File: src/sv/csp_pkg.sv
`timescale 1ns / 1ps
// ----------------------------------------------------------------------------
// csp_pkg
// Shared types and constants of the charstring path decoder.
// ----------------------------------------------------------------------------
`default_nettype none

package csp_pkg;

  localparam int unsigned STACK_DEPTH = 48;
  localparam int unsigned STK_AW      = $clog2(STACK_DEPTH);
  localparam int unsigned CNT_W       = $clog2(STACK_DEPTH + 1);

  // segment kinds
  localparam logic [2:0] KIND_MOVE  = 3'd0;
  localparam logic [2:0] KIND_LINE  = 3'd1;
  localparam logic [2:0] KIND_CURVE = 3'd2;
  localparam logic [2:0] KIND_END   = 3'd3;
  localparam logic [2:0] KIND_ERR   = 3'd4;

  // error codes
  localparam logic [1:0] ERR_NONE  = 2'd0;
  localparam logic [1:0] ERR_UNDER = 2'd1;
  localparam logic [1:0] ERR_OVER  = 2'd2;
  localparam logic [1:0] ERR_SUBR  = 2'd3;

  // charstring bytes
  localparam logic [7:0] OP_VMOVETO   = 8'd4;
  localparam logic [7:0] OP_RLINETO   = 8'd5;
  localparam logic [7:0] OP_HLINETO   = 8'd6;
  localparam logic [7:0] OP_VLINETO   = 8'd7;
  localparam logic [7:0] OP_RRCURVETO = 8'd8;
  localparam logic [7:0] OP_CALLSUBR  = 8'd10;
  localparam logic [7:0] OP_RETURN    = 8'd11;
  localparam logic [7:0] OP_ESCAPE    = 8'd12;
  localparam logic [7:0] OP_ENDCHAR   = 8'd14;
  localparam logic [7:0] OP_RMOVETO   = 8'd21;
  localparam logic [7:0] OP_HMOVETO   = 8'd22;
  localparam logic [7:0] OP_SHORTINT  = 8'd28;
  localparam logic [7:0] OP_CALLGSUBR = 8'd29;

  localparam logic [7:0] NUM1_LO   = 8'd32;
  localparam logic [7:0] NUM1_HI   = 8'd246;
  localparam logic [7:0] NUM1_BIAS = 8'd139;
  localparam logic [7:0] NUM2P_LO  = 8'd247;
  localparam logic [7:0] NUM2P_HI  = 8'd250;
  localparam logic [7:0] NUM2N_LO  = 8'd251;
  localparam logic [7:0] NUM2N_HI  = 8'd254;
  localparam logic [7:0] NUM2_BIAS = 8'd108;
  localparam logic [7:0] NUM_FIXED = 8'd255;

  typedef struct packed {
    logic [7:0] code_byte;
    logic       glyph_start;
  } in_req_t;

  typedef struct packed {
    logic [2:0]         segment_kind;
    logic [1:0]         error_code;
    logic signed [31:0] end_x;
    logic signed [31:0] end_y;
    logic signed [31:0] ctrl1_x;
    logic signed [31:0] ctrl1_y;
    logic signed [31:0] ctrl2_x;
    logic signed [31:0] ctrl2_y;
    logic               last_of_run;
  } out_req_t;

  // number decoder status for the byte being accepted
  typedef struct packed {
    logic        consumed;
    logic        push;
    logic [31:0] value;
  } dec_t;

endpackage

`default_nettype wire

File: src/sv/csp_ram.sv
`timescale 1ns / 1ps
// ----------------------------------------------------------------------------
// csp_ram
// Generic single-write, single-read RAM with registered read data.
// ----------------------------------------------------------------------------
`default_nettype none

module csp_ram #(
  parameter int unsigned WIDTH = 32,
  parameter int unsigned DEPTH = 48
) (
  input  wire                       clk_i,
  input  wire                       we_i,
  input  wire [$clog2(DEPTH)-1:0]   waddr_i,
  input  wire [WIDTH-1:0]           wdata_i,
  input  wire                       re_i,
  input  wire [$clog2(DEPTH)-1:0]   raddr_i,
  output logic [WIDTH-1:0]          rdata_o
);

  logic [WIDTH-1:0] mem_q [DEPTH];

  always_ff @(posedge clk_i) begin
    if (we_i) begin
      mem_q[waddr_i] <= wdata_i;
    end
    if (re_i) begin
      rdata_o <= mem_q[raddr_i];
    end
  end

endmodule

`default_nettype wire

File: src/sv/csp_numdec.sv
`timescale 1ns / 1ps
// ----------------------------------------------------------------------------
// csp_numdec
// Number assembler: tracks prefix bytes and builds 16.16 operand values.
// ----------------------------------------------------------------------------
`default_nettype none

module csp_numdec (
  input  wire                clk_i,
  input  wire                rst_ni,
  input  wire                fire_i,
  input  csp_pkg::in_req_t   req_i,
  output csp_pkg::dec_t      dec_o
);

  logic [7:0]  pref_q, pref_d, pref_e;
  logic [2:0]  pend_q, pend_d, pend_e;
  logic [31:0] part_q, part_d, part_e;
  logic [31:0] part_sh;
  logic [7:0]  b;
  logic [7:0]  p_off, n_off;
  logic [10:0] pos_mag, neg_mag;
  logic [15:0] neg_val, one_val;

  assign b       = req_i.code_byte;
  assign pref_e  = req_i.glyph_start ? 8'd0  : pref_q;
  assign pend_e  = req_i.glyph_start ? 3'd0  : pend_q;
  assign part_e  = req_i.glyph_start ? 32'd0 : part_q;
  assign part_sh = {part_e[23:0], b};

  assign p_off   = pref_e - csp_pkg::NUM2P_LO;
  assign n_off   = pref_e - csp_pkg::NUM2N_LO;
  assign pos_mag = {1'b0, p_off[1:0], b} + {3'd0, csp_pkg::NUM2_BIAS};
  assign neg_mag = {1'b0, n_off[1:0], b} + {3'd0, csp_pkg::NUM2_BIAS};
  assign neg_val = 16'd0 - {5'd0, neg_mag};
  assign one_val = {8'd0, b} - {8'd0, csp_pkg::NUM1_BIAS};

  always_comb begin
    dec_o  = '0;
    pref_d = pref_e;
    pend_d = pend_e;
    part_d = part_e;
    if (pend_e != 3'd0) begin
      dec_o.consumed = 1'b1;
      part_d = part_sh;
      pend_d = pend_e - 3'd1;
      if (pend_e == 3'd1) begin
        pref_d = 8'd0;
        part_d = 32'd0;
        dec_o.push = (pref_e != csp_pkg::OP_ESCAPE);
        if (pref_e inside {[csp_pkg::NUM2P_LO:csp_pkg::NUM2P_HI]}) begin
          dec_o.value = {5'd0, pos_mag, 16'h0};
        end else if (pref_e inside {[csp_pkg::NUM2N_LO:csp_pkg::NUM2N_HI]}) begin
          dec_o.value = {neg_val, 16'h0};
        end else if (pref_e == csp_pkg::OP_SHORTINT) begin
          dec_o.value = {part_sh[15:0], 16'h0};
        end else begin
          dec_o.value = part_sh;
        end
      end
    end else if (b inside {[csp_pkg::NUM1_LO:csp_pkg::NUM1_HI]}) begin
      dec_o.consumed = 1'b1;
      dec_o.push     = 1'b1;
      dec_o.value    = {one_val, 16'h0};
    end else if (b >= csp_pkg::NUM2P_LO) begin
      dec_o.consumed = 1'b1;
      pref_d = b;
      part_d = 32'd0;
      pend_d = (b == csp_pkg::NUM_FIXED) ? 3'd4 : 3'd1;
    end else if (b == csp_pkg::OP_SHORTINT) begin
      dec_o.consumed = 1'b1;
      pref_d = b;
      part_d = 32'd0;
      pend_d = 3'd2;
    end else if (b == csp_pkg::OP_ESCAPE) begin
      // operator itself clears the stack; the next byte is dropped
      pref_d = b;
      pend_d = 3'd1;
    end
  end

  always_ff @(posedge clk_i or negedge rst_ni) begin
    if (!rst_ni) begin
      pref_q <= 8'd0;
      pend_q <= 3'd0;
      part_q <= 32'd0;
    end else if (fire_i) begin
      pref_q <= pref_d;
      pend_q <= pend_d;
      part_q <= part_d;
    end
  end

endmodule

`default_nettype wire

File: src/sv/charstring_path_decoder.sv
`timescale 1ns / 1ps
// ----------------------------------------------------------------------------
// charstring_path_decoder
// Type 2 charstring interpreter emitting moveto, lineto, curveto segments.
// ----------------------------------------------------------------------------
// Usage:
//   Input channel (in_valid_i / in_ready_o / in_req_i) takes one charstring
//   byte per request; glyph_start clears point, stack and pending number.
//   Output channel (out_valid_o / out_ready_i / out_req_o) carries one path
//   segment, end-of-glyph or error per request; last_of_run marks the final
//   result caused by a byte.
//   Number and ignored bytes are handled in the idle state. A byte with a
//   single result (endchar, subroutine, underflow, overflow) goes through
//   the emit state. Drawing operators walk the operand stack RAM through
//   its one read port: the first read is issued when the byte is accepted,
//   then the operands are read in stack order; curves emit every six
//   operands, lines every one or two.
//   Results go to an output register; a stalled receiver holds the walk at
//   the next result, and further bytes wait until the walk is done.
//   Reset clears point, count and decoder state; stack contents stay
//   undefined and are only read below the count.
// ----------------------------------------------------------------------------
`default_nettype none

module charstring_path_decoder (
  input  wire                 clk_i,
  input  wire                 rst_ni,
  input  wire                 in_valid_i,
  output logic                in_ready_o,
  input  csp_pkg::in_req_t    in_req_i,
  output logic                out_valid_o,
  input  wire                 out_ready_i,
  output csp_pkg::out_req_t   out_req_o
);

  localparam int unsigned AW = csp_pkg::STK_AW;
  localparam int unsigned CW = csp_pkg::CNT_W;

  localparam logic [1:0] ST_IDLE  = 2'd0;
  localparam logic [1:0] ST_EMIT1 = 2'd1;
  localparam logic [1:0] ST_WALK  = 2'd2;

  localparam logic [2:0] CLS_NONE = 3'd0;
  localparam logic [2:0] CLS_WALK = 3'd1;
  localparam logic [2:0] CLS_END  = 3'd2;
  localparam logic [2:0] CLS_SUBR = 3'd3;
  localparam logic [2:0] CLS_ESC  = 3'd4;

  localparam logic [2:0] AX_ALT  = 3'd0;
  localparam logic [2:0] AX_X    = 3'd1;
  localparam logic [2:0] AX_Y    = 3'd2;
  localparam logic [2:0] AX_IDX  = 3'd3;
  localparam logic [2:0] AX_IDXN = 3'd4;

  function automatic logic signed [31:0] sat_add(input logic signed [31:0] a,
                                                 input logic signed [31:0] c);
    logic signed [32:0] s;
    s = {a[31], a} + {c[31], c};
    if (s[32] != s[31]) begin
      return s[32] ? 32'sh8000_0000 : 32'sh7fff_ffff;
    end
    return s[31:0];
  endfunction

  logic [1:0]         state_q, state_d;
  logic [CW-1:0]      cnt_q, cnt_d, cnt_e;
  logic [CW-1:0]      idx_q, idx_d;
  logic [2:0]         j_q, j_d;
  logic [2:0]         g_q, g_d;
  logic [2:0]         axis_q, axis_d;
  logic [2:0]         kind_q, kind_d;
  logic [1:0]         err_q, err_d;
  logic signed [31:0] px_q, px_d, py_q, py_d;
  logic signed [31:0] c1x_q, c1x_d, c1y_q, c1y_d, c2x_q, c2x_d, c2y_q, c2y_d;
  logic               out_valid_q;
  csp_pkg::out_req_t  out_q, out_d;
  logic               out_load;

  logic               in_fire, out_free;
  csp_pkg::dec_t      dec;
  logic               we, re;
  logic [AW-1:0]      waddr, raddr;
  logic [31:0]        rdata;

  logic [2:0]         cls, op_g, op_axis, op_kind;
  logic [CW-1:0]      op_st;
  logic               axis_x, grp_end, cont, go;
  logic [CW:0]        nxt;
  logic signed [31:0] opnd, acc, sum;

  assign in_ready_o  = (state_q == ST_IDLE);
  assign in_fire     = in_valid_i && in_ready_o;
  assign out_free    = !out_valid_q || out_ready_i;
  assign out_valid_o = out_valid_q;
  assign out_req_o   = out_q;
  assign cnt_e       = in_req_i.glyph_start ? '0 : cnt_q;

  csp_numdec u_numdec (
    .clk_i  (clk_i),
    .rst_ni (rst_ni),
    .fire_i (in_fire),
    .req_i  (in_req_i),
    .dec_o  (dec)
  );

  csp_ram #(
    .WIDTH (32),
    .DEPTH (csp_pkg::STACK_DEPTH)
  ) u_stack (
    .clk_i   (clk_i),
    .we_i    (we),
    .waddr_i (waddr),
    .wdata_i (dec.value),
    .re_i    (re),
    .raddr_i (raddr),
    .rdata_o (rdata)
  );

  // operator classification
  always_comb begin
    cls     = CLS_NONE;
    op_g    = 3'd1;
    op_axis = AX_ALT;
    op_kind = csp_pkg::KIND_MOVE;
    op_st   = '0;
    case (in_req_i.code_byte)
      csp_pkg::OP_RMOVETO: begin
        cls   = CLS_WALK;
        op_g  = 3'd2;
        op_st = cnt_e - CW'(2);
      end
      csp_pkg::OP_HMOVETO: begin
        cls     = CLS_WALK;
        op_axis = AX_X;
        op_st   = cnt_e - CW'(1);
      end
      csp_pkg::OP_VMOVETO: begin
        cls     = CLS_WALK;
        op_axis = AX_Y;
        op_st   = cnt_e - CW'(1);
      end
      csp_pkg::OP_RLINETO: begin
        cls     = CLS_WALK;
        op_g    = 3'd2;
        op_kind = csp_pkg::KIND_LINE;
      end
      csp_pkg::OP_HLINETO: begin
        cls     = CLS_WALK;
        op_axis = AX_IDX;
        op_kind = csp_pkg::KIND_LINE;
      end
      csp_pkg::OP_VLINETO: begin
        cls     = CLS_WALK;
        op_axis = AX_IDXN;
        op_kind = csp_pkg::KIND_LINE;
      end
      csp_pkg::OP_RRCURVETO: begin
        cls     = CLS_WALK;
        op_g    = 3'd6;
        op_kind = csp_pkg::KIND_CURVE;
      end
      csp_pkg::OP_ENDCHAR:  cls = CLS_END;
      csp_pkg::OP_CALLSUBR,
      csp_pkg::OP_RETURN,
      csp_pkg::OP_CALLGSUBR: cls = CLS_SUBR;
      csp_pkg::OP_ESCAPE:   cls = CLS_ESC;
      default:              cls = CLS_NONE;
    endcase
  end

  // stack walk datapath
  always_comb begin
    case (axis_q)
      AX_ALT:  axis_x = !j_q[0];
      AX_X:    axis_x = 1'b1;
      AX_Y:    axis_x = 1'b0;
      AX_IDX:  axis_x = !idx_q[0];
      AX_IDXN: axis_x = idx_q[0];
      default: axis_x = 1'b1;
    endcase
  end

  assign opnd    = rdata;
  assign acc     = axis_x ? px_q : py_q;
  assign sum     = sat_add(acc, opnd);
  assign grp_end = (j_q == (g_q - 3'd1));
  assign nxt     = {1'b0, idx_q} + (CW + 1)'(1);
  assign cont    = ({1'b0, nxt} + (CW + 2)'(g_q)) <= (CW + 2)'(cnt_q);
  assign go      = !grp_end || out_free;

  always_comb begin
    state_d  = state_q;
    cnt_d    = cnt_q;
    idx_d    = idx_q;
    j_d      = j_q;
    g_d      = g_q;
    axis_d   = axis_q;
    kind_d   = kind_q;
    err_d    = err_q;
    px_d     = px_q;
    py_d     = py_q;
    c1x_d    = c1x_q;
    c1y_d    = c1y_q;
    c2x_d    = c2x_q;
    c2y_d    = c2y_q;
    we       = 1'b0;
    waddr    = cnt_e[AW-1:0];
    re       = 1'b0;
    raddr    = op_st[AW-1:0];
    out_load = 1'b0;
    out_d    = out_q;

    case (state_q)
      ST_IDLE: begin
        if (in_fire) begin
          cnt_d = cnt_e;
          if (in_req_i.glyph_start) begin
            px_d = '0;
            py_d = '0;
          end
          if (dec.push) begin
            if (cnt_e >= CW'(csp_pkg::STACK_DEPTH)) begin
              state_d = ST_EMIT1;
              kind_d  = csp_pkg::KIND_ERR;
              err_d   = csp_pkg::ERR_OVER;
            end else begin
              we    = 1'b1;
              cnt_d = cnt_e + CW'(1);
            end
          end else if (!dec.consumed) begin
            case (cls)
              CLS_WALK: begin
                if (cnt_e < CW'(op_g)) begin
                  state_d = ST_EMIT1;
                  kind_d  = csp_pkg::KIND_ERR;
                  err_d   = csp_pkg::ERR_UNDER;
                  cnt_d   = '0;
                end else begin
                  re      = 1'b1;
                  idx_d   = op_st;
                  j_d     = 3'd0;
                  g_d     = op_g;
                  axis_d  = op_axis;
                  kind_d  = op_kind;
                  state_d = ST_WALK;
                end
              end
              CLS_END: begin
                state_d = ST_EMIT1;
                kind_d  = csp_pkg::KIND_END;
                err_d   = csp_pkg::ERR_NONE;
                cnt_d   = '0;
              end
              CLS_SUBR: begin
                state_d = ST_EMIT1;
                kind_d  = csp_pkg::KIND_ERR;
                err_d   = csp_pkg::ERR_SUBR;
                cnt_d   = '0;
              end
              CLS_ESC: cnt_d = '0;
              default: ;
            endcase
          end
        end
      end

      ST_EMIT1: begin
        if (out_free) begin
          out_load = 1'b1;
          out_d    = '0;
          out_d.segment_kind = kind_q;
          out_d.error_code   = err_q;
          out_d.end_x        = px_q;
          out_d.end_y        = py_q;
          out_d.last_of_run  = 1'b1;
          state_d = ST_IDLE;
        end
      end

      ST_WALK: begin
        if (go) begin
          if (axis_x) begin
            px_d = sum;
          end else begin
            py_d = sum;
          end
          if (kind_q == csp_pkg::KIND_CURVE) begin
            case (j_q)
              3'd0:    c1x_d = sum;
              3'd1:    c1y_d = sum;
              3'd2:    c2x_d = sum;
              3'd3:    c2y_d = sum;
              default: ;
            endcase
          end
          idx_d = nxt[CW-1:0];
          raddr = nxt[AW-1:0];
          if (grp_end) begin
            out_load = 1'b1;
            out_d    = '0;
            out_d.segment_kind = kind_q;
            out_d.error_code   = csp_pkg::ERR_NONE;
            out_d.end_x        = axis_x ? sum : px_q;
            out_d.end_y        = axis_x ? py_q : sum;
            if (kind_q == csp_pkg::KIND_CURVE) begin
              out_d.ctrl1_x = c1x_q;
              out_d.ctrl1_y = c1y_q;
              out_d.ctrl2_x = c2x_q;
              out_d.ctrl2_y = c2y_q;
            end
            out_d.last_of_run = !cont;
            j_d = 3'd0;
            if (cont) begin
              re = 1'b1;
            end else begin
              cnt_d   = '0;
              state_d = ST_IDLE;
            end
          end else begin
            j_d = j_q + 3'd1;
            re  = 1'b1;
          end
        end
      end

      default: state_d = ST_IDLE;
    endcase
  end

  always_ff @(posedge clk_i or negedge rst_ni) begin
    if (!rst_ni) begin
      state_q     <= ST_IDLE;
      cnt_q       <= '0;
      px_q        <= '0;
      py_q        <= '0;
      out_valid_q <= 1'b0;
    end else begin
      state_q <= state_d;
      cnt_q   <= cnt_d;
      px_q    <= px_d;
      py_q    <= py_d;
      if (out_load) begin
        out_valid_q <= 1'b1;
      end else if (out_ready_i) begin
        out_valid_q <= 1'b0;
      end
    end
  end

  always_ff @(posedge clk_i) begin
    idx_d_reg: begin
      idx_q  <= idx_d;
      j_q    <= j_d;
      g_q    <= g_d;
      axis_q <= axis_d;
      kind_q <= kind_d;
      err_q  <= err_d;
      c1x_q  <= c1x_d;
      c1y_q  <= c1y_d;
      c2x_q  <= c2x_d;
      c2y_q  <= c2y_d;
      out_q  <= out_d;
    end
  end

endmodule

`default_nettype wire

File: config.mk
export PLATFORM = sky130hd
export DESIGN_NAME = charstring_path_decoder
export DESIGN_NICKNAME = d
export VERILOG_FILES = /design/src/sv/csp_pkg.sv /design/src/sv/csp_ram.sv /design/src/sv/csp_numdec.sv /design/src/sv/charstring_path_decoder.sv
export SDC_FILE = /design/constraint.sdc
export NUM_CORES = 2
export LEC_CHECK = 0
export BUFFER_PORTS_ARGS = -buffer_cell sky130_fd_sc_hd__buf_2
export CORE_MARGIN = 3
export CORE_UTILIZATION = 40
export CTS_BUF_LIST = sky130_fd_sc_hd__clkbuf_4
export CTS_CLUSTER_SIZE = 24
export DETAILED_ROUTE_END_ITERATION = 8
export HOLD_SLACK_MARGIN = 0.02
export PLACE_DENSITY_LB_ADDON = 0.08
export SYNTH_ARGS = -nofsm -noshare
export SYNTH_HDL_FRONTEND = slang
export SYNTH_SLANG_ARGS = --single-unit
File: constraint.sdc
create_clock -name clk_i -period 11.79 [get_ports clk_i]
set_input_delay 1.7685 -clock clk_i [delete_from_list [all_inputs] [get_ports clk_i]]
set_output_delay 1.7685 -clock clk_i [all_outputs]
set_load 0.05 [all_outputs]
After elaboration in Yosys (flattened, before gate mapping)
Memories as Yosys holds them, arrays and structs flattened. A register that Yosys moved wholly into a read port is not among the register bits.
Cells that the tools add are included.
{"block": "word_totals", "register_bits": 462, "latchBits": 0, "ram_bits": 1536, "mem_bits_ro": 0, "in_bits": 13, "output_inout_bits": 200, "wordCells": 265, "n_memories": 1}
{"block": "op_classes", "add_sub_neg": 15, "multipliers": 0, "div_mod_pow": 0, "magnitude_cmp": 10, "eq_ne": 48, "n_shift": 0, "mux": 123, "bitwise_logic": 3, "n_reduce_logical": 38}
{"name": "u_stack.mem_q", "depth": 48, "width": 32, "rd": 1, "rd_clocked_by_memory_dff": 1, "write_ports": 1, "line": "csp_ram.sv:21", "text": "logic [WIDTH-1:0] mem_q [DEPTH];"}
{"op": "$mux 32", "n": 19}
{"op": "$mux 198", "n": 3}
{"op": "$pmux 198 s2", "n": 1}
{"op": "$mux 128", "n": 1}
{"op": "$pmux 32 s2", "n": 2}
{"op": "$mux 6", "n": 17}
{"op": "$mux 33", "n": 2}
{"op": "$mux 8", "n": 7}
{"op": "$mux 3", "n": 18}
{"op": "$pmux 6 s2", "n": 4}
{"op": "$eq 8x4->1 const B", "n": 5}
{"op": "$eq 8x5->1 const B", "n": 5}
{"op": "$mux 34", "n": 1}
{"op": "$add 32x32->33", "n": 1}
{"op": "$eq 8x3->1 const B", "n": 4}
{"op": "$mux 2", "n": 13}
{"op": "$ge 8x8->1 const B", "n": 3}
{"op": "$le 8x8->1 const B", "n": 3}
{"op": "$pmux 3 s4", "n": 2}
{"op": "$reduce_and 4->1", "n": 6}
{"op": "$mux 1", "n": 23}
{"op": "$add 10x7->11 const B", "n": 2}
{"op": "$eq 3x2->1 const B", "n": 7}
{"op": "$ne 2x2->1 const B", "n": 8}
{"op": "other kinds (48)", "n": 80}

Logic depth before layout (Yosys ltp)
{"block": "depth", "word_depth": 13, "ltp_mapped": 20, "depth_no_buf": 16}

Hierarchy
A second synthesis with hierarchy kept.
{"block": "unflattened", "cells_unflattened": 4776, "area_unflattened_um2": 82257.6}
{"module": "csp_ram", "instances": 1, "cells_per_inst": 2909, "area_per_inst_um2": 60463.0, "seq_area_each_um2": 47085.2}
{"module": "charstring_path_decoder", "instances": 1, "cells_per_inst": 1495, "area_per_inst_um2": 18830.6, "seq_area_each_um2": 12216.7}
{"module": "csp_numdec", "instances": 1, "cells_per_inst": 372, "area_per_inst_um2": 2964.1, "seq_area_each_um2": 875.8}

Least setup slack after synthesis
Ideal clock, no wire load.
{"block": "synth_path", "kind": "input to register", "startpoint": "in out_ready_i", "endpoint": "reg out_q (netlist bit out_req_o[0]), enable pin", "setup_ns": 0.759, "arrival_time_ns": 10.100, "path_slack_ns": 0.931, "stages": 2, "path_buffers": 0, "cell_sequence": "nor2b_1 > nor2_1"}
{"block": "synth_between", "elab_chain_cells": 4}
{"element": "start: declaration", "line": "charstring_path_decoder.sv:32", "text": "input wire out_ready_i,"}
{"element": "$logic_or 1x1->1 *", "line": "charstring_path_decoder.sv:93", "text": "assign out_free = !out_valid_q || out_ready_i;"}
{"element": "$logic_or 1x1->1", "line": "charstring_path_decoder.sv:189", "text": "assign go = !grp_end || out_free;"}
{"element": "$ne 2x2->1 (no line)"}
{"element": "$reduce_and 4->1 (no line) *"}
{"element": "end signal: assignment", "line": "charstring_path_decoder.sv:362", "text": "out_q <= out_d;"}
{"element": "end: declaration", "line": "charstring_path_decoder.sv:76", "text": "csp_pkg::out_req_t out_q, out_d;"}
Every way passes the cells marked *; elsewhere a longest branch is shown, timed or not.
A chain may end at the register's enable or synchronous reset.

==> impl_metrics.json <==
{
  "finalNetCount": 6557,
  "criticalPathCategory": "register to register",
  "power.leakage_nw": 33.4,
  "place.detailed.hpwl_um": 139000,
  "drv_cap": 0,
  "async_flop_share": 0.0534,
  "synthCells": 5892,
  "portBuffers": 212,
  "root_buffer": "clkbuf_4",
  "wl_per_cell_um": 26.4,
  "core_um2": 203000,
  "mappedNetlistArea_um2": 82200,
  "place_ws_ns": 4.73,
  "tightest_slew_ns": 1.34,
  "post-route-util": 0.463,
  "fmax_mhz": 160,
  "post-cts-setup-buffers": 0,
  "dieArea_um2": 211000,
  "stdcell_count": 9523,
  "hold_class": "register to register",
  "peakVddDrop_mv": 0.113,
  "crit_top_cell": "o21ai_0",
  "drt-initial-drc-count": 5032,
  "hold_viol_final": 0,
  "critPathMaxFanout": 40,
  "dp_cells": 8566,
  "crit_chain": "or3_1 > a21oi_4 > buf_4 > mux2_2 > ha_1 > fa_1 > a21o_1 > a21oi_1 > o21ai_0 > nand2_1 > a21oi_1 > o21ai_0 > o211ai_1 > buf_4 > nand2b_1 > o21ai_0",
  "grt_setup_unrepaired": "no",
  "rows": 165,
  "cts_hold_buf": 0,
  "crit_arrival_ns": 7.22,
  "grt_pass1_wl_um": 363000,
  "vias": 52200,
  "cp-start-kind": "register",
  "ys_seq_elements": 2022,
  "layout_common_cells": "1914 x edfxtp_1, 1278 x nand2_1, 858 x clkbuf_4",
  "drc": 0,
  "synth_ff_type": "edfxtp_1",
  "floorplan.initialDensity": 0.404,
  "clk_latency_ns": 1.39,
  "syn_avg_cell_area_um2": 14.0,
  "setup_tns_ns": 0,
  "ys_seq_area_frac": 0.732,
  "viasPerCell": 5.48,
  "power_w": 0.0207,
  "areaGrowthSynthToFinish_pct": 14.5,
  "grt_overflow": 0,
  "cts_buffer_depth": 4,
  "period_needed_ns": 6.23,
  "required_ns": 12.78,
  "gp_congestion": 0.847,
  "ios": 213,
  "grt.total_usage": 0.235,
  "ant_nets": 0,
  "endpoint_kind": "register",
  "layout_commonest_cell": "edfxtp_1",
  "die_width_um": 459,
  "cpPeakStageDelay_ns": 0.67,
  "cp_top_family": "compound AO/OA/AOI/OAI gates",
  "fin_crit_sh": 0.529,
  "synth_enable_flop_cells": 1914,
  "worst_slack_ns": 5.56,
  "drive_gt1_frac": 0.224,
  "grt_pass1_vias": 51500,
  "clk_pin_slew_ns": 0.06,
  "cts_tree": "built",
  "cts_resized": 0,
  "cts_sinks": 2022,
  "numCtsBuffers": 570,
  "h-tree-depth": 6,
  "synth_fp_nets": 5983,
  "ys_warn_count": 0,
  "die_h_um": 459,
  "skew_ns": 0.103,
  "grt_max_degree": 168,
  "crit_buf_inv": 2,
  "maxSlewViolCount": 0,
  "setup_viol": 0,
  "wl_um": 251000,
  "powerDensity_nw_per_um2": 219,
  "antenna_found_initial": 13,
  "first_pass_iters": 5,
  "crit_slowest_cell": "nand2b_1",
  "slew_headroom": 0.105,
  "ys_types": 82,
  "status": "complete, no violations"
}
-- registers in the layout, indices dropped and copies added, names as in the netlist, 3 cells and up --
register,cells
axis_q,3
c1x_q,32
c1y_q,32
c2x_q,32
c2y_q,32
cnt_q,6
g_q,3
idx_q,6
j_q,3
kind_q,3
out_req_o,198
px_q,32
py_q,32
u_numdec.part_q,24
u_numdec.pend_q,3
u_numdec.pref_q,8
u_stack.mem_q,1536
u_stack.rdata_o,32
-- per-layer routing --
metal,global-route usage,share of wire,vias to the layer above
li1,-,-,23500
met1,0.328,0.44,26400
met2,0.374,0.47,1969
met3,0.0496,0.067,341
met4,0.0648,0.019,12
met5,0,0.00024,-
-- synthesized netlist by cell type (30+ instances only) --
library cell  instances  area [um2]
edfxtp_1           1914       57500
a21o_1               32         240
nand2_1            1278        4800
a21oi_1              92         460
o21ai_0             174         871
a22oi_1              74         556
dfrtp_1             108        2700
nand3_1             799        4000
and2_1              146         913
nand4_1              43         269
mux4_2              128        2880
ha_1                 76         951
buf_1                30         113
a41oi_1              36         315
inv_1                60         225
a221o_1              34         340
nor2_1              163         612
mux2_2               45         507
buf_2               115         576
clkbuf_1            196         736
-- cell families after synthesis --
kind of cell,Yosys count,share of synthesized area
xor gates and xnor gates,47,0.00517
muxes,178,0.0419
and+or+nand+nor,2547,0.138
buffers and inverters,410,0.0210
AOI/OAI and AO/OA,610,0.0497
adders and majority gates,78,0.0121
DFF,2022,0.732
-- through the flow --
stage | hold WS [ns] | area, um2
final | 0.457 | 94100
after detailed placement | 0.444 | 87000
after floorplan | 0.418 | 82200
after CTS | 0.335 | 94100
after global placement | 0.447 | 87000
after global routing | 0.421 | 94100
-- layout make-up --
type | count | area, um2
inverter | 62 | 233
tap | 2672 | 3340
clock inverter | 96 | 674
sequential | 2022 | 60200
antenna | 3 | 7.51
multi-input combinational | 3460 | 21000
clock buffer | 858 | 6440
timing repair buffer | 350 | 2240
fill | 18400 | 109000
-- worst paths after layout --
check / slack (ns) / start / cells past startpoint / to
worst max-delay path: 5.56 / idx_q[0] / 16 / out_req_o[186]
worst max register to register: 5.56 / idx_q[0] / 16 / out_req_o[186]
worst min register to register: 0.46 / kind_q[1] / 0 / out_req_o[196]
min in group asynchronous: 0.48 / rst_ni / 1 / u_numdec.part_q[8]
worst min-delay path: 0.46 / kind_q[1] / 0 / out_req_o[196]
max in group asynchronous: 9.92 / rst_ni / 2 / py_q[25]
-- report_power, final --
| part | total (W) | internal, W | switching, W | leakage, nW |
|---|---|---|---|---|
| sequential | 0.00890 | 0.00866 | 0.000239 | 18.8 |
| clock | 0.00644 | 0.00353 | 0.00290 | 4.30 |
| combinational | 0.00532 | 0.00134 | 0.00399 | 10.2 |
| total | 0.0207 | 0.0135 | 0.00713 | 33.4 |
No activity file was read; power rests on OpenSTA's default activity.
